--- config.mk ---
export PLATFORM = sky130hd
export DESIGN_NAME = dense_to_csr_stream_encoder_flat
export DESIGN_NICKNAME = d
export VERILOG_FILES = /design/src/design/dcsr_pkg.sv /design/src/design/dcsr_if.sv /design/src/design/dcsr_front.sv /design/src/design/dcsr_fifo.sv /design/src/design/dcsr_back.sv /design/src/design/dense_to_csr_stream_encoder.sv /design/src/flat_wrapper.sv
export SDC_FILE = /design/constraint.sdc
export NUM_CORES = 1
export LEC_CHECK = 0
export ABC_AREA = 1
export BUFFER_PORTS_ARGS = -buffer_cell sky130_fd_sc_hd__buf_2
export CAP_MARGIN = 15
export CORE_MARGIN = 4
export CORE_UTILIZATION = 61
export CTS_BUF_LIST = sky130_fd_sc_hd__clkbuf_4 sky130_fd_sc_hd__clkbuf_8 sky130_fd_sc_hd__clkbuf_16
export CTS_CLUSTER_DIAMETER = 40
export DETAILED_ROUTE_END_ITERATION = 10
export HOLD_SLACK_MARGIN = 0.1
export PLACE_DENSITY = 0.8
export SLEW_MARGIN = 20
export SYNTH_ARGS = -nofsm -noshare
export SYNTH_HDL_FRONTEND = slang
export SYNTH_HIERARCHICAL = 1
export SYNTH_SLANG_ARGS = --single-unit
--- constraint.sdc ---
create_clock -name clk -period 6.1 [get_ports clk]
set_input_delay 0.305 -clock clk [delete_from_list [all_inputs] [get_ports clk]]
set_output_delay 0.305 -clock clk [all_outputs]
set_load 0.05 [all_outputs]
--- src/design/dcsr_pkg.sv ---
// Shared types, constants and codes of the dense-to-CSR stream encoder.
`default_nettype none

package dcsr_pkg;

    localparam int DEF_MAX_ROWS    = 4096;
    localparam int DEF_MAX_COLUMNS = 4096;

    localparam int WORD_W     = 32;
    localparam int CFG_DATA_W = 13;
    localparam int CFG_INDEX_W = 1;
    localparam int COLUMN_W   = 12;
    localparam int ROW_W      = 12;
    localparam int COUNT_W    = 25;

    localparam logic [CFG_DATA_W-1:0] SHAPE_RESET = CFG_DATA_W'(1);
    localparam logic [COUNT_W-1:0]    COUNT_MAX   = {COUNT_W{1'b1}};

    localparam int QUEUE_DEPTH = 4;
    localparam int QUEUE_PTR_W = $clog2(QUEUE_DEPTH);
    localparam int QUEUE_CNT_W = $clog2(QUEUE_DEPTH + 1);

    typedef enum logic [CFG_INDEX_W-1:0] {
        REG_ROW_COUNT    = 1'b0,
        REG_COLUMN_COUNT = 1'b1
    } cfg_reg_t;

    typedef enum logic {
        KIND_ENTRY   = 1'b0,
        KIND_ROW_END = 1'b1
    } result_kind_t;

    typedef struct packed {
        logic [WORD_W-1:0]   word;
        logic                nonzero;
        logic                row_end;
        logic                mat_end;
        logic [COLUMN_W-1:0] column;
        logic [ROW_W-1:0]    row;
        logic [COUNT_W-1:0]  pointer;
    } item_t;

    typedef struct packed {
        result_kind_t        result_kind;
        logic [WORD_W-1:0]   entry_value;
        logic [COLUMN_W-1:0] entry_column;
        logic [ROW_W-1:0]    row_number;
        logic [COUNT_W-1:0]  row_pointer;
        logic                matrix_done;
        logic                last_of_run;
    } result_t;

endpackage

`default_nettype wire

--- src/design/dcsr_if.sv ---
// Stream interfaces for the dense element input and the CSR result output.
`default_nettype none

interface dcsr_in_if;
    import dcsr_pkg::*;

    logic              valid;
    logic              ready;
    logic [WORD_W-1:0] element_word;

    modport source (output valid, output element_word, input ready);
    modport sink (input valid, input element_word, output ready);
endinterface

interface dcsr_out_if;
    import dcsr_pkg::*;

    logic                valid;
    logic                ready;
    logic                result_kind;
    logic [WORD_W-1:0]   entry_value;
    logic [COLUMN_W-1:0] entry_column;
    logic [ROW_W-1:0]    row_number;
    logic [COUNT_W-1:0]  row_pointer;
    logic                matrix_done;
    logic                last_of_run;

    modport source (
        output valid, output result_kind, output entry_value, output entry_column,
        output row_number, output row_pointer, output matrix_done, output last_of_run,
        input ready
    );
    modport sink (
        input valid, input result_kind, input entry_value, input entry_column,
        input row_number, input row_pointer, input matrix_done, input last_of_run,
        output ready
    );
endinterface

`default_nettype wire

--- src/design/dcsr_front.sv ---
// Front end: shape registers, position and nonzero counters, item classification.
`default_nettype none

module dcsr_front #(
    parameter int MAX_ROWS    = dcsr_pkg::DEF_MAX_ROWS,
    parameter int MAX_COLUMNS = dcsr_pkg::DEF_MAX_COLUMNS
) (
    input  logic                             clk,
    input  logic                             rst_n,
    input  logic                             cfg_we,
    input  logic [dcsr_pkg::CFG_INDEX_W-1:0] cfg_index,
    input  logic [dcsr_pkg::CFG_DATA_W-1:0]  cfg_data,
    dcsr_in_if.sink                          in_ch,
    input  logic                             q_ready,
    output logic                             q_push,
    output dcsr_pkg::item_t                  q_item
);
    import dcsr_pkg::*;

    localparam int RCW = ($clog2(MAX_ROWS) > 0) ? $clog2(MAX_ROWS) : 1;
    localparam int CCW = ($clog2(MAX_COLUMNS) > 0) ? $clog2(MAX_COLUMNS) : 1;
    localparam int RXW = ((RCW + 1) > CFG_DATA_W) ? (RCW + 1) : CFG_DATA_W;
    localparam int CXW = ((CCW + 1) > CFG_DATA_W) ? (CCW + 1) : CFG_DATA_W;

    logic [CFG_DATA_W-1:0] row_count_reg;
    logic [CFG_DATA_W-1:0] column_count_reg;
    logic [RCW-1:0]        row_counter_reg;
    logic [RCW-1:0]        row_counter_next;
    logic [CCW-1:0]        column_counter_reg;
    logic [CCW-1:0]        column_counter_next;
    logic [COUNT_W-1:0]    nonzero_counter_reg;
    logic [COUNT_W-1:0]    nonzero_counter_next;

    logic [RXW-1:0]     rows_x;
    logic [CXW-1:0]     cols_x;
    logic               accept;
    logic               nonzero;
    logic               row_last;
    logic               mat_last;
    logic [COUNT_W-1:0] pointer;

    always_ff @(posedge clk or negedge rst_n)
    begin
        if (!rst_n)
        begin
            row_count_reg    <= SHAPE_RESET;
            column_count_reg <= SHAPE_RESET;
        end
        else if (cfg_we)
        begin
            case (cfg_index)
                REG_ROW_COUNT:    row_count_reg    <= cfg_data;
                REG_COLUMN_COUNT: column_count_reg <= cfg_data;
                default:          ;
            endcase
        end
    end

    always_comb
    begin
        if (row_count_reg == '0)
            rows_x = RXW'(1);
        else if (RXW'(row_count_reg) > RXW'(MAX_ROWS))
            rows_x = RXW'(MAX_ROWS);
        else
            rows_x = RXW'(row_count_reg);

        if (column_count_reg == '0)
            cols_x = CXW'(1);
        else if (CXW'(column_count_reg) > CXW'(MAX_COLUMNS))
            cols_x = CXW'(MAX_COLUMNS);
        else
            cols_x = CXW'(column_count_reg);
    end

    assign in_ch.ready = q_ready;
    assign accept      = in_ch.valid && q_ready;
    assign nonzero     = |in_ch.element_word[WORD_W-2:0];
    assign row_last    = (CXW'(column_counter_reg) + CXW'(1)) >= cols_x;
    assign mat_last    = row_last && ((RXW'(row_counter_reg) + RXW'(1)) >= rows_x);

    always_comb
    begin
        pointer = nonzero_counter_reg;
        if (nonzero && (nonzero_counter_reg != COUNT_MAX))
            pointer = nonzero_counter_reg + COUNT_W'(1);

        column_counter_next  = column_counter_reg + CCW'(1);
        row_counter_next     = row_counter_reg;
        nonzero_counter_next = pointer;
        if (row_last)
        begin
            column_counter_next = '0;
            row_counter_next    = row_counter_reg + RCW'(1);
            if (mat_last)
            begin
                row_counter_next     = '0;
                nonzero_counter_next = '0;
            end
        end
    end

    always_ff @(posedge clk or negedge rst_n)
    begin
        if (!rst_n)
        begin
            row_counter_reg     <= '0;
            column_counter_reg  <= '0;
            nonzero_counter_reg <= '0;
        end
        else if (accept)
        begin
            row_counter_reg     <= row_counter_next;
            column_counter_reg  <= column_counter_next;
            nonzero_counter_reg <= nonzero_counter_next;
        end
    end

    assign q_push = accept && (nonzero || row_last);

    always_comb
    begin
        q_item.word    = in_ch.element_word;
        q_item.nonzero = nonzero;
        q_item.row_end = row_last;
        q_item.mat_end = mat_last;
        q_item.column  = COLUMN_W'(column_counter_reg);
        q_item.row     = ROW_W'(row_counter_reg);
        q_item.pointer = pointer;
    end

    assert property (@(posedge clk) disable iff (!rst_n)
        accept && mat_last |=> (row_counter_reg == '0) && (nonzero_counter_reg == '0))
        else $error("counters not cleared after the final row");

    assert property (@(posedge clk) disable iff (!rst_n)
        accept && !row_last |=> column_counter_reg == $past(column_counter_reg) + CCW'(1))
        else $error("column counter did not advance");

    assert property (@(posedge clk) disable iff (!rst_n)
        q_push |-> q_item.nonzero || q_item.row_end)
        else $error("item queued that produces no result");

endmodule

`default_nettype wire

--- src/design/dcsr_fifo.sv ---
// Short item queue between the front end and the result sequencer.
`default_nettype none

module dcsr_fifo (
    input  logic            clk,
    input  logic            rst_n,
    input  logic            push,
    input  dcsr_pkg::item_t push_item,
    output logic            ready,
    input  logic            pop,
    output logic            head_valid,
    output dcsr_pkg::item_t head_item
);
    import dcsr_pkg::*;

    item_t                  slot_reg [QUEUE_DEPTH];
    logic [QUEUE_PTR_W-1:0] wr_ptr_reg;
    logic [QUEUE_PTR_W-1:0] rd_ptr_reg;
    logic [QUEUE_CNT_W-1:0] count_reg;
    logic [QUEUE_CNT_W-1:0] count_next;

    assign ready      = count_reg != QUEUE_CNT_W'(QUEUE_DEPTH);
    assign head_valid = count_reg != '0;
    assign head_item  = slot_reg[rd_ptr_reg];

    always_comb
    begin
        count_next = count_reg;
        if (push && !pop)
            count_next = count_reg + QUEUE_CNT_W'(1);
        else if (pop && !push)
            count_next = count_reg - QUEUE_CNT_W'(1);
    end

    always_ff @(posedge clk)
    begin
        if (push)
            slot_reg[wr_ptr_reg] <= push_item;
    end

    always_ff @(posedge clk or negedge rst_n)
    begin
        if (!rst_n)
        begin
            wr_ptr_reg <= '0;
            rd_ptr_reg <= '0;
            count_reg  <= '0;
        end
        else
        begin
            if (push)
                wr_ptr_reg <= (wr_ptr_reg == QUEUE_PTR_W'(QUEUE_DEPTH - 1)) ?
                              '0 : wr_ptr_reg + QUEUE_PTR_W'(1);
            if (pop)
                rd_ptr_reg <= (rd_ptr_reg == QUEUE_PTR_W'(QUEUE_DEPTH - 1)) ?
                              '0 : rd_ptr_reg + QUEUE_PTR_W'(1);
            count_reg <= count_next;
        end
    end

    assert property (@(posedge clk) disable iff (!rst_n)
        count_reg <= QUEUE_CNT_W'(QUEUE_DEPTH))
        else $error("queue count above depth");

    assert property (@(posedge clk) disable iff (!rst_n)
        pop |-> head_valid)
        else $error("pop from an empty queue");

    assert property (@(posedge clk) disable iff (!rst_n)
        push |-> ready)
        else $error("push into a full queue");

endmodule

`default_nettype wire

--- src/design/dcsr_back.sv ---
// Result sequencer: expands each queued item into its entry and row-end results.
`default_nettype none

module dcsr_back (
    input  logic            clk,
    input  logic            rst_n,
    input  logic            head_valid,
    input  dcsr_pkg::item_t head_item,
    output logic            pop,
    dcsr_out_if.source      out_ch
);
    import dcsr_pkg::*;

    logic    phase_reg;
    logic    phase_next;
    logic    out_valid_reg;
    logic    out_valid_next;
    result_t res_reg;
    result_t res_next;
    logic    load;
    logic    emit_entry;

    assign load       = head_valid && (!out_valid_reg || out_ch.ready);
    assign emit_entry = head_item.nonzero && !phase_reg;

    always_comb
    begin
        res_next   = res_reg;
        phase_next = phase_reg;
        pop        = 1'b0;
        out_valid_next = out_valid_reg && !out_ch.ready;
        if (load)
        begin
            out_valid_next = 1'b1;
            res_next.row_number  = head_item.row;
            res_next.row_pointer = head_item.pointer;
            if (emit_entry)
            begin
                res_next.result_kind  = KIND_ENTRY;
                res_next.entry_value  = head_item.word;
                res_next.entry_column = head_item.column;
                res_next.matrix_done  = 1'b0;
                res_next.last_of_run  = !head_item.row_end;
            end
            else
            begin
                res_next.result_kind  = KIND_ROW_END;
                res_next.entry_value  = '0;
                res_next.entry_column = '0;
                res_next.matrix_done  = head_item.mat_end;
                res_next.last_of_run  = 1'b1;
            end
            if (emit_entry && head_item.row_end)
            begin
                phase_next = 1'b1;
            end
            else
            begin
                phase_next = 1'b0;
                pop        = 1'b1;
            end
        end
    end

    always_ff @(posedge clk or negedge rst_n)
    begin
        if (!rst_n)
        begin
            phase_reg     <= 1'b0;
            out_valid_reg <= 1'b0;
        end
        else
        begin
            phase_reg     <= phase_next;
            out_valid_reg <= out_valid_next;
        end
    end

    always_ff @(posedge clk)
    begin
        res_reg <= res_next;
    end

    assign out_ch.valid        = out_valid_reg;
    assign out_ch.result_kind  = res_reg.result_kind;
    assign out_ch.entry_value  = res_reg.entry_value;
    assign out_ch.entry_column = res_reg.entry_column;
    assign out_ch.row_number   = res_reg.row_number;
    assign out_ch.row_pointer  = res_reg.row_pointer;
    assign out_ch.matrix_done  = res_reg.matrix_done;
    assign out_ch.last_of_run  = res_reg.last_of_run;

    assert property (@(posedge clk) disable iff (!rst_n)
        out_valid_reg && res_reg.matrix_done |-> res_reg.result_kind == KIND_ROW_END)
        else $error("matrix done on a result that is not a row end");

    assert property (@(posedge clk) disable iff (!rst_n)
        phase_reg |-> head_valid && head_item.nonzero && head_item.row_end)
        else $error("row-end phase without a matching queued item");

    assert property (@(posedge clk) disable iff (!rst_n)
        load && emit_entry && head_item.row_end |=> phase_reg && out_valid_reg)
        else $error("row end did not follow its entry");

endmodule

`default_nettype wire

--- src/design/dense_to_csr_stream_encoder.sv ---
// Top level of the dense-to-CSR stream encoder.
//
// The block takes a dense matrix one 32-bit float word per transfer on in_ch,
// in row-major order, and produces CSR results on out_ch. A nonzero word
// gives an entry result with its column; the last column of each row also
// gives a row-end result carrying the row's end pointer. The shape comes from
// the row_count and column_count registers, written through cfg_we, cfg_index
// and cfg_data; the user must do so only while the block is idle (unenforced).
// A front end classifies each word and updates the counters in the cycle of
// its transfer; a four-entry queue decouples it from the result sequencer.
// Each item goes through the queue slot and then the output register.
// The front end takes one word per cycle while the queue has room; the output
// port sends one result per cycle while the receiver is ready, so an item with
// both an entry and a row end gives two results in turn. When the receiver
// stalls, the output register holds its result and the queue absorbs up to
// four items before in_ch.ready drops. Reset clears the counters, empties the
// queue and sets both shape registers to one.
`default_nettype none

module dense_to_csr_stream_encoder #(
    parameter int MAX_ROWS    = dcsr_pkg::DEF_MAX_ROWS,
    parameter int MAX_COLUMNS = dcsr_pkg::DEF_MAX_COLUMNS
) (
    input  logic                             clk,
    input  logic                             rst_n,
    input  logic                             cfg_we,
    input  logic [dcsr_pkg::CFG_INDEX_W-1:0] cfg_index,
    input  logic [dcsr_pkg::CFG_DATA_W-1:0]  cfg_data,
    dcsr_in_if.sink                          in_ch,
    dcsr_out_if.source                       out_ch
);
    import dcsr_pkg::*;

    logic  q_ready;
    logic  q_push;
    item_t q_item;
    logic  q_pop;
    logic  head_valid;
    item_t head_item;

    dcsr_front #(
        .MAX_ROWS    (MAX_ROWS),
        .MAX_COLUMNS (MAX_COLUMNS)
    ) u_front (
        .clk       (clk),
        .rst_n     (rst_n),
        .cfg_we    (cfg_we),
        .cfg_index (cfg_index),
        .cfg_data  (cfg_data),
        .in_ch     (in_ch),
        .q_ready   (q_ready),
        .q_push    (q_push),
        .q_item    (q_item)
    );

    dcsr_fifo u_fifo (
        .clk        (clk),
        .rst_n      (rst_n),
        .push       (q_push),
        .push_item  (q_item),
        .ready      (q_ready),
        .pop        (q_pop),
        .head_valid (head_valid),
        .head_item  (head_item)
    );

    dcsr_back u_back (
        .clk        (clk),
        .rst_n      (rst_n),
        .head_valid (head_valid),
        .head_item  (head_item),
        .pop        (q_pop),
        .out_ch     (out_ch)
    );

endmodule

`default_nettype wire
--- src/flat_wrapper.sv ---
// flat-port wrapper written by rule: the top's interface ports become plain ports
module dense_to_csr_stream_encoder_flat import dcsr_pkg::*;
#(
    parameter int MAX_ROWS    = dcsr_pkg::DEF_MAX_ROWS,
    parameter int MAX_COLUMNS = dcsr_pkg::DEF_MAX_COLUMNS
)
  (clk, rst_n, cfg_we, cfg_index, cfg_data, in_ch_valid, in_ch_element_word, in_ch_ready, out_ch_valid, out_ch_result_kind, out_ch_entry_value, out_ch_entry_column, out_ch_row_number, out_ch_row_pointer, out_ch_matrix_done, out_ch_last_of_run, out_ch_ready);
  dcsr_in_if in_ch_i ();
  dcsr_out_if out_ch_i ();
  input  logic clk;
  input  logic rst_n;
  input  logic cfg_we;
  input  logic [dcsr_pkg::CFG_INDEX_W-1:0] cfg_index;
  input  logic [dcsr_pkg::CFG_DATA_W-1:0] cfg_data;
  input wire logic [$bits(in_ch_i.valid)-1:0] in_ch_valid;
  input wire logic [$bits(in_ch_i.element_word)-1:0] in_ch_element_word;
  output wire logic [$bits(in_ch_i.ready)-1:0] in_ch_ready;
  output wire logic [$bits(out_ch_i.valid)-1:0] out_ch_valid;
  output wire logic [$bits(out_ch_i.result_kind)-1:0] out_ch_result_kind;
  output wire logic [$bits(out_ch_i.entry_value)-1:0] out_ch_entry_value;
  output wire logic [$bits(out_ch_i.entry_column)-1:0] out_ch_entry_column;
  output wire logic [$bits(out_ch_i.row_number)-1:0] out_ch_row_number;
  output wire logic [$bits(out_ch_i.row_pointer)-1:0] out_ch_row_pointer;
  output wire logic [$bits(out_ch_i.matrix_done)-1:0] out_ch_matrix_done;
  output wire logic [$bits(out_ch_i.last_of_run)-1:0] out_ch_last_of_run;
  input wire logic [$bits(out_ch_i.ready)-1:0] out_ch_ready;
  assign in_ch_i.valid = in_ch_valid;
  assign in_ch_i.element_word = in_ch_element_word;
  assign in_ch_ready = in_ch_i.ready;
  assign out_ch_valid = out_ch_i.valid;
  assign out_ch_result_kind = out_ch_i.result_kind;
  assign out_ch_entry_value = out_ch_i.entry_value;
  assign out_ch_entry_column = out_ch_i.entry_column;
  assign out_ch_row_number = out_ch_i.row_number;
  assign out_ch_row_pointer = out_ch_i.row_pointer;
  assign out_ch_matrix_done = out_ch_i.matrix_done;
  assign out_ch_last_of_run = out_ch_i.last_of_run;
  assign out_ch_i.ready = out_ch_ready;
  dense_to_csr_stream_encoder #(.MAX_ROWS(MAX_ROWS), .MAX_COLUMNS(MAX_COLUMNS)) u_core (.clk(clk), .rst_n(rst_n), .cfg_we(cfg_we), .cfg_index(cfg_index), .cfg_data(cfg_data), .in_ch(in_ch_i), .out_ch(out_ch_i));
endmodule
Word-level counts from Yosys, hierarchy flattened --
Memory sizes are Yosys's and may differ from the RTL's. Index checks and enable logic that the tools add are counted.
Cells by class: $add $sub $neg 9, order comparisons 4, equal/unequal tests 4, muxes and demuxes 20, bitwise gates (word level) 1, reduce and logical (&&, ||, !) cells 26
Operator list (count):
- $mux W25 | 3
- $mux W13 | 4
- $mux W45 | 1
- $reduce_or A31 Y1 | 1
- $add A12 B1 Y13 const B | 2
- $ge A13 B13 Y1 | 2
- $gt A13 B13 Y1 const B | 2
- $logic_not A13 Y1 | 2
- $add A25 B1 Y25 const B | 1
- $ne A25 B25 Y1 const B | 1
- $add A12 B1 Y12 const B | 2
- $mux W12 | 2
- $logic_and A1 B1 Y1 | 10
- $logic_not A1 Y1 | 6
- $mux W1 | 6
- $mux W3 | 2
- $reduce_and A2 Y1 | 3
- $add A2 B1 Y2 const B | 2
- $eq A2 B2 Y1 const B | 2
- $mux W2 | 2
- $add A3 B1 Y3 const B | 1
- $ne A3 B3 Y1 const B | 1
- $reduce_bool A3 Y1 | 1
- $sub A3 B1 Y3 const B | 1
- 3 further kinds | 4
Word-level totals: flip-flop bits (word level) 168, RAM bits 336, output and inout bits 86, logic and storage cells 82, memories 1
Memories:
- u_core.u_fifo.slot_reg | depth 4, width 84, read ports 1, clocked after Yosys merged registers in 0, wr ports 1, line dcsr_fifo.sv:16 | item_t slot_reg [QUEUE_DEPTH];

Longest topological paths before layout --
Gate-level depths: netlist of run 1.
word-level depth 10, gate-level depth with buffers 25, gate-level depth less buffers 24

Hierarchy --
The synthesis of run 1 kept the hierarchy.
By module, submodules not included:
- dcsr_fifo | times used 1, cells each 1032, area an instance 13716.9 sq um, sequential area each 10264.8 sq um
- dcsr_front | times used 1, cells each 817, area an instance 5773.0 sq um, sequential area each 1879.3 sq um
- dcsr_back | times used 1, cells each 194, area an instance 3205.6 sq um, sequential area each 2572.5 sq um

Least setup slack after synthesis of run 1 --
Ideal clock, no wire load.
path type register -> register, start point register u_core.u_back.out_valid_reg (netlist: u_core/u_back/out_ch.valid), end point register u_core.u_back.res_reg (netlist bit u_core/u_back/out_ch.entry_column[0]), enable pin, library setup time 0.555 ns, arrival time 4.771 ns, required time 5.545 ns, setup slack 0.773 ns, stages on the path, launching flop included 2, path buffers 0, period minus slack after synthesis 5.327 ns, path through dfrtp_1 -> a21oi_1
On the way: word-level cells in the longest chain between the ends 3
Ends and longest elaborated chain:
- start, declared | line dcsr_back.sv:16 | logic out_valid_reg;
- start signal, assigned | line dcsr_back.sv:75 | out_valid_reg <= out_valid_next;
- $logic_not A1 Y1 | line dcsr_back.sv:23 | assign load = head_valid && (!out_valid_reg || out_ch.ready);
- $logic_or A1 B1 Y1 | line dcsr_back.sv:23
- $logic_and A1 B1 Y1 | line dcsr_back.sv:23
- via u_core.u_back.load | line dcsr_back.sv:20 | logic load;
- end signal, assigned | line dcsr_back.sv:81 | res_reg <= res_next;
- end, declared | line dcsr_back.sv:18 | result_t res_reg;
The timed path passes the listed nets, and every way through them passes these cells. A chain may end at the register's enable or synchronous reset.

==> results of run 1 <==
==> worst reg2reg max path, delay by kind of cell (launching register included) <==
family / cells / cell delay [ns]
compound gates: 3 / 0.67
buf+inv: 4 / 1.38
xor+xnor: 1 / 0.27
simple gates: 8 / 1.45
flops: 1 / 0.49
fa+ha+maj: 2 / 0.53
==> power breakdown <==
group / switching [mW] / internal (mW) / leakage [nW]
clock network: 1.43 / 2.11 / 0.978
registers: 0.359 / 5.01 / 5.00
logic: 3.44 / 1.14 / 5.00
total: 5.24 / 8.26 / 11.0
==> cell type report <==
type	count	area (um^2)	share of cell area
Sequential cell	504	14700	0.570
Multi-Input combinational cell	1121	6010	0.233
Clock buffer	69	1580	0.0612
Timing Repair Buffer	199	1320	0.0511
Inverter	300	1140	0.0443
Tap cell	468	586	0.0227
Clock inverter	44	473	0.0183
==> cell usage in the layout, fill, tap and decap left out, types with 7 or more instances in the layout <==
cell and n:
clkinv_2 9, nor2_2 31, edfxtp_1 420, ha_1 35
nand3_1 44, a21oi_1 13, xnor2_1 9, o21ai_0 47
dfrtp_1 81, nand3_2 8, nor2_4 17, o211ai_1 158
nor2_1 86, nand4_1 17, buf_2 135, clkbuf_16 60
buf_4 11, inv_6 8, xor2_1 18, inv_1 291
o211ai_2 10, nand2_2 58, nand2_1 546, clkbuf_4 7
dlygate4sd3_1 48, clkinvlp_4 11
==> cells by family (layout without fill, tap and decap cells) <==
family	count (synthesis)	after routing	share of synthesized area
simple gates	820	820	0.159
buf+inv	418	612	0.0874
flops	504	504	0.648
xor+xnor	27	27	0.0104
compound gates	238	238	0.0743
fa+ha+maj	36	36	0.0202
==> metal layers <==
layer / vias to the layer above / GRT usage / routed length, um
met5: - / 0 / 0
met1: 7038 / 0.298 / 19600
met3: 77 / 0.0447 / 2810
met2: 469 / 0.381 / 22300
met4: 0 / 0.0659 / 945
li1: 7090 / - / -
==> through the flow <==
stage | total power [mW] | instances | area (um^2) | util | setup slack [ns]
6_report | 13.5 | 2705 | 25800 | 0.704 | 1.03
5_1_grt | 14.2 | 2705 | 25800 | 0.704 | 0.666
4_1_cts | 13.6 | 2705 | 25800 | 0.704 | 1.06
3_5_place_dp | 9.97 | 2544 | 23300 | 0.635 | 1.07
3_3_place_gp | 9.81 | 2544 | 23300 | 0.634 | 1.33
2_1_floorplan | 9.01 | 2043 | 22700 | - | 0.773
==> path summary, 6_finish.rpt <==
| check | endpoint | depth (start not counted) | startpoint |
|---|---|---|---|
| worst max-delay path | u_core/u_fifo/slot_reg[1][10] | 18 | u_core/u_front/column_counter_reg[0] |
| worst min-delay path | u_core/u_front/row_count_reg[0] | 4 | cfg_we |
| worst max register to register | u_core/u_fifo/slot_reg[1][10] | 18 | u_core/u_front/column_counter_reg[0] |
| worst min register to register | u_core/u_front/column_count_reg[9] | 2 | u_core/u_front/column_count_reg[9] |
| max in group asynchronous | u_core/u_fifo/rd_ptr_reg[1] | 3 | rst_n |
| min in group asynchronous | u_core/u_front/row_counter_reg[6] | 3 | rst_n |
==> impl_metrics.ini, run 1 <==
[yosys]
synth_cell_types = 43
ys_top_cells_by_count = nand2_1 (547), edfxtp_1 (420), inv_1 (295)
syn_nets = 2130
ys_ff_latch = 504
synth_top_cell_by_area = edfxtp_1
syn_area_mm2 = 0.0227
synth_most_common_cell = nand2_1
synth_edf_count = 420
syn_area_per_cell_um2 = 11.1
yosysSeqAreaShare = 0.648
synthFlopType = edfxtp_1
synthArstFlopShare = 0.167
synth_top_area_share = 0.556
syn_inst = 2043
yosysWarnings = 6
synthTopCellsByArea = edfxtp_1 (56%), nand2_1 (9.0%), dfrtp_1 (9.0%)

[detailed_routing]
dr_total_vias = 14700
drc = 0
ant_nets = 0
drtPass1Iterations = 7
wirelength_mm = 45.6
post_drt_wl_per_cell_um = 16.9
drt_iter0_drc = 1079
avgViaCountPerCell = 5.42

[setup_path]
cpMostUsedCell = nand2_1
path_class = flop to flop
required_ns = 6.43
endpoint_kind = flop
start_kind = flop
critPathSlowestCell = clkinv_2
crit_chain = ha_1 > nand2_1 > inv_1 > nand3_1 > or2_2 > nor2_1 > xor2_1 > ha_1 > a21oi_1 > o21ai_0 > nor2_1 > nand3_1 > buf_4 > nand2_1 > o21ai_0 > nand2_1 > clkinv_2 > buf_12
cp_max_fo = 40
r2r_setup_slack_ns = 1.03
path_delay_family = simple AND/OR/NAND/NOR gates
cpPeakStageDelay_ns = 0.61
timing.critical_path.buf_inv = 4
crit_arrival_ns = 5.40

[global_route]
grt_use_total = 0.225
grt_pass1_vias = 14900
grt_pass1_wl_mm = 74.0
grt-ovfl-total = 0
grt_max_degree = 215
antenna_found_initial = 0

[layout]
fillCellCount = 2363
drive_above_1_share = 0.179
nNetsFinal = 2273
largest_register_ffs = 336
area_growth_pct = 13.8
antennaDiodeCount = 0

[run]
drv_cap = 0

[pwr]
p_leak_nw = 11.0
ir_drop_mv = 0.332
powerDensity_mw_per_mm2 = 522

[clocking]
ctsHoldBuffers = 48
cts_tree = built
insertion_delay_ns = 0.61
clockBufferDepth = 3
cts_buffers = 60
clock_sinks = 504
cts_htree_levels = 2
cts_resized = 0
ctsRootBufferMaster = clkbuf_16
cts_setup_buffers = 0
clk_pin_slew_ns = 0.06

[floorplanning]
die_h_um = 201
num_io_pins = 137
die_x_um = 201
coreArea_mm2 = 0.0367
rows = 70
dieArea_mm2 = 0.0404
initial_core_util = 0.618

[timing]
setup_viol = 0
hold_viol = 0
slew_violations = 0
tightest_slew_ns = 1.10
fin_tns_setup_ns = 0
max_freq_mhz = 197
max_slew_margin = 0.264
post-route-period-util = 0.831
fin_skew_ns = 0.0135
whs_ns = 0.413
min_period_ns = 5.07
rsz0062_at_grt = false

[placement]
hpwl_mm = 27.8
io_buffers = 136
place_congestion = 0.885

[min_path]
hp-class = input pin to flop

[outcome]
outcome = finished, final reports clean
Power figures use the tool's default switching activity.
==> run 2, diff against run 1 <==
==> constraint.sdc (replaced) <==
create_clock -name clk -period 4.7 [get_ports clk]
set_input_delay 0.235 -clock clk [delete_from_list [all_inputs] [get_ports clk]]
set_output_delay 0.235 -clock clk [all_outputs]
set_load 0.05 [all_outputs]
==> run 2 against run 1 <==
Effect of this change: global-route usage up 0.31 points; clock power up 24%; non-clock buffer count up 5; count of clock-buffer cells in the layout unchanged; utilization down 0.20 points; largest power group unchanged; final cell count down 0.15%; maximum frequency up 17%; sequential power up 31%; highest routed layer unchanged; first-iteration DRC count down 3.4%; total power up 29%; critical path depth up 1; via count up 0.44%.
==> impl_metrics.ini, run 2 (synthesis gave the netlist of run 1 again) <==
[timing]
fin_skew_ns = 0.0279
post-route-period-util = 0.921
max_freq_mhz = 231
tightest_slew_ns = 0.934
hold_viol = 0
max_slew_margin = 0.377
slew_violations = 0
min_period_ns = 4.33
setup_viol = 0

[clocking]
clk_pin_slew_ns = 0.06
cts_tree = built
cts_buffers = 55
cts_htree_levels = 2
insertion_delay_ns = 0.60
ctsRootBufferMaster = clkbuf_16
clockBufferDepth = 3
clock_sinks = 504

[floorplanning]
num_io_pins = 137
dieArea_mm2 = 0.0404
die_h_um = 201
rows = 70
initial_core_util = 0.618
coreArea_mm2 = 0.0367
die_x_um = 201

[layout]
nNetsFinal = 2274
seq_area_mm2 = 0.0147
layout.cells.most_common = nand2_1
largest_register_ffs = 336
multi_input_area_mm2 = 0.00601
stdcell_count = 2701
fillCellCount = 2444
finish.utilization = 0.702
drive_above_1_share = 0.178
layout_common_cells = nand2_1 (547), edfxtp_1 (420), inv_1 (291), o211ai_1 (158), buf_2 (135)
antennaDiodeCount = 0
area_growth_pct = 13.5
stdcell_area_mm2 = 0.0258

[global_route]
grt_use_total = 0.228
grt_max_degree = 156
antenna_found_initial = 0
grt_pass1_wl_mm = 74.8
grt-ovfl-total = 0
grt_pass1_vias = 14700

[placement]
placedCellCount = 2549
hpwl_mm = 28.2
place_congestion = 0.880
io_buffers = 136
dpl-instance-area_mm2 = 0.0233

[setup_path]
r2r_start = u_core/u_front/column_counter_reg[0]
required_ns = 5.03
r2r_setup_slack_ns = 0.37
path_class = flop to flop
crit_arrival_ns = 4.66
reg2reg_to = u_core/u_fifo/slot_reg[0][65]
endpoint_kind = flop
start_kind = flop
cp_max_fo = 33
rr_worst_depth = 19

[detailed_routing]
dr_total_vias = 14700
drtPass1Iterations = 5
avgViaCountPerCell = 5.46
post_drt_wl_per_cell_um = 17.3
drc = 0
ant_nets = 0
wirelength_mm = 46.7
drt_iter0_drc = 1042

[run]
drv_cap = 0

[pwr]
finalPower_mw = 17.4
powerDensity_mw_per_mm2 = 677
p_clk_frac = 0.252
p_comb_frac = 0.345
p_leak_nw = 11.0
swShare = 0.389
ir_drop_mv = 0.487
seqPwrFrac = 0.403
p_switching_mw = 6.78
p_int_mw = 10.6

[min_path]
hp-class = input pin to async pin

[outcome]
outcome = finished, final reports clean
[run 2: cell count changes in the layout (fill, tap and decap cells not counted), sizes merged]
cell         change
inv              -3
bufinv           +1
dlygate4sd3      -1
buf              +6
clkinvlp         -2
clkinv           -5
[run 2: worst max-delay path by stage]
stage | from | to | slack [ns] | cells after the start
after floorplan | u_core/u_front/column_counter_reg[0] | u_core/u_fifo/slot_reg[3][0] | 0.11 | 17
after global placement | u_core/u_front/column_counter_reg[0] | u_core/u_fifo/slot_reg[0][37] | 0.48 | 17
after detailed placement | u_core/u_front/column_counter_reg[0] | u_core/u_fifo/slot_reg[0][64] | 0.36 | 17
after CTS | u_core/u_front/column_counter_reg[0] | u_core/u_fifo/slot_reg[0][39] | 0.34 | 19
after global routing | u_core/u_front/column_counter_reg[0] | u_core/u_fifo/slot_reg[0][37] | -0.006 | 19
final | u_core/u_front/column_counter_reg[0] | u_core/u_fifo/slot_reg[0][65] | 0.37 | 19
[run 2: layout make-up]
| type | instances | share of cell area |
|---|---|---|
| clock buffers | 69 | 0.0582 |
| clock inverters | 34 | 0.0157 |
| inverters | 300 | 0.0446 |
| multi-input cells | 1121 | 0.233 |
| flip-flops and latches | 504 | 0.571 |
| well taps | 468 | 0.0227 |
| repair buffers | 204 | 0.0539 |
| repair inverters | 1 | 0.000291 |
[run 2: worst max-delay path: stages (launching register included)]
cell	delay, ns
dfrtp_1	0.48
ha_1	0.21
nand2_1	0.07
inv_1	0.09
nand3_1	0.13
or2_2	0.34
nor2_1	0.14
xor2_1	0.24
ha_1	0.30
nand2_1	0.11
nor2_1	0.06
nand2_1	0.08
nor2_1	0.05
nor2_1	0.09
nand3_1	0.11
nand2_1	0.10
o21ai_0	0.31
nand2_1	0.36
clkinvlp_4	0.43
buf_12	0.34
[run 2: per-stage QoR]
step,hold WS (ns),setup WS [ns],TNS (ns)
global route,0.201,-0.00593,-0.0549
CTS,0.142,0.343,0
global placement,0.229,0.478,0
finish,0.149,0.372,0
floorplan,-0.0606,0.109,0
detailed placement,0.226,0.360,0
[run 2: power by group through the flow]
| stage | clock (mW) | combinational (mW) | sequential, mW |
|---|---|---|---|
| 4_1_cts | 4.45 | 5.99 | 7.02 |
| 2_1_floorplan | 0 | 3.33 | 8.34 |
| 3_5_place_dp | 0 | 5.91 | 7.09 |
| 5_1_grt | 4.65 | 6.57 | 7.13 |
| 3_3_place_gp | 0 | 5.72 | 7.04 |
| 6_report | 4.39 | 6.02 | 7.02 |
[run 2: what timing repair did]
item,4_1_cts,5_1_grt
hold buffers,47,0
endpoints found under the setup margin,0,75
setup buffers,0,0
hold endpoints to repair,186,0
resized for setup,0,2
[run 2: routing by layer]
| metal | global-route usage | share of wire | vias to the layer above |
|---|---|---|---|
| met5 | 0 | 0 | - |
| met4 | 0.0654 | 0.023 | 0 |
| met3 | 0.0383 | 0.062 | 88 |
| met2 | 0.392 | 0.50 | 443 |
| met1 | 0.302 | 0.42 | 7143 |
| li1 | - | - | 7065 |
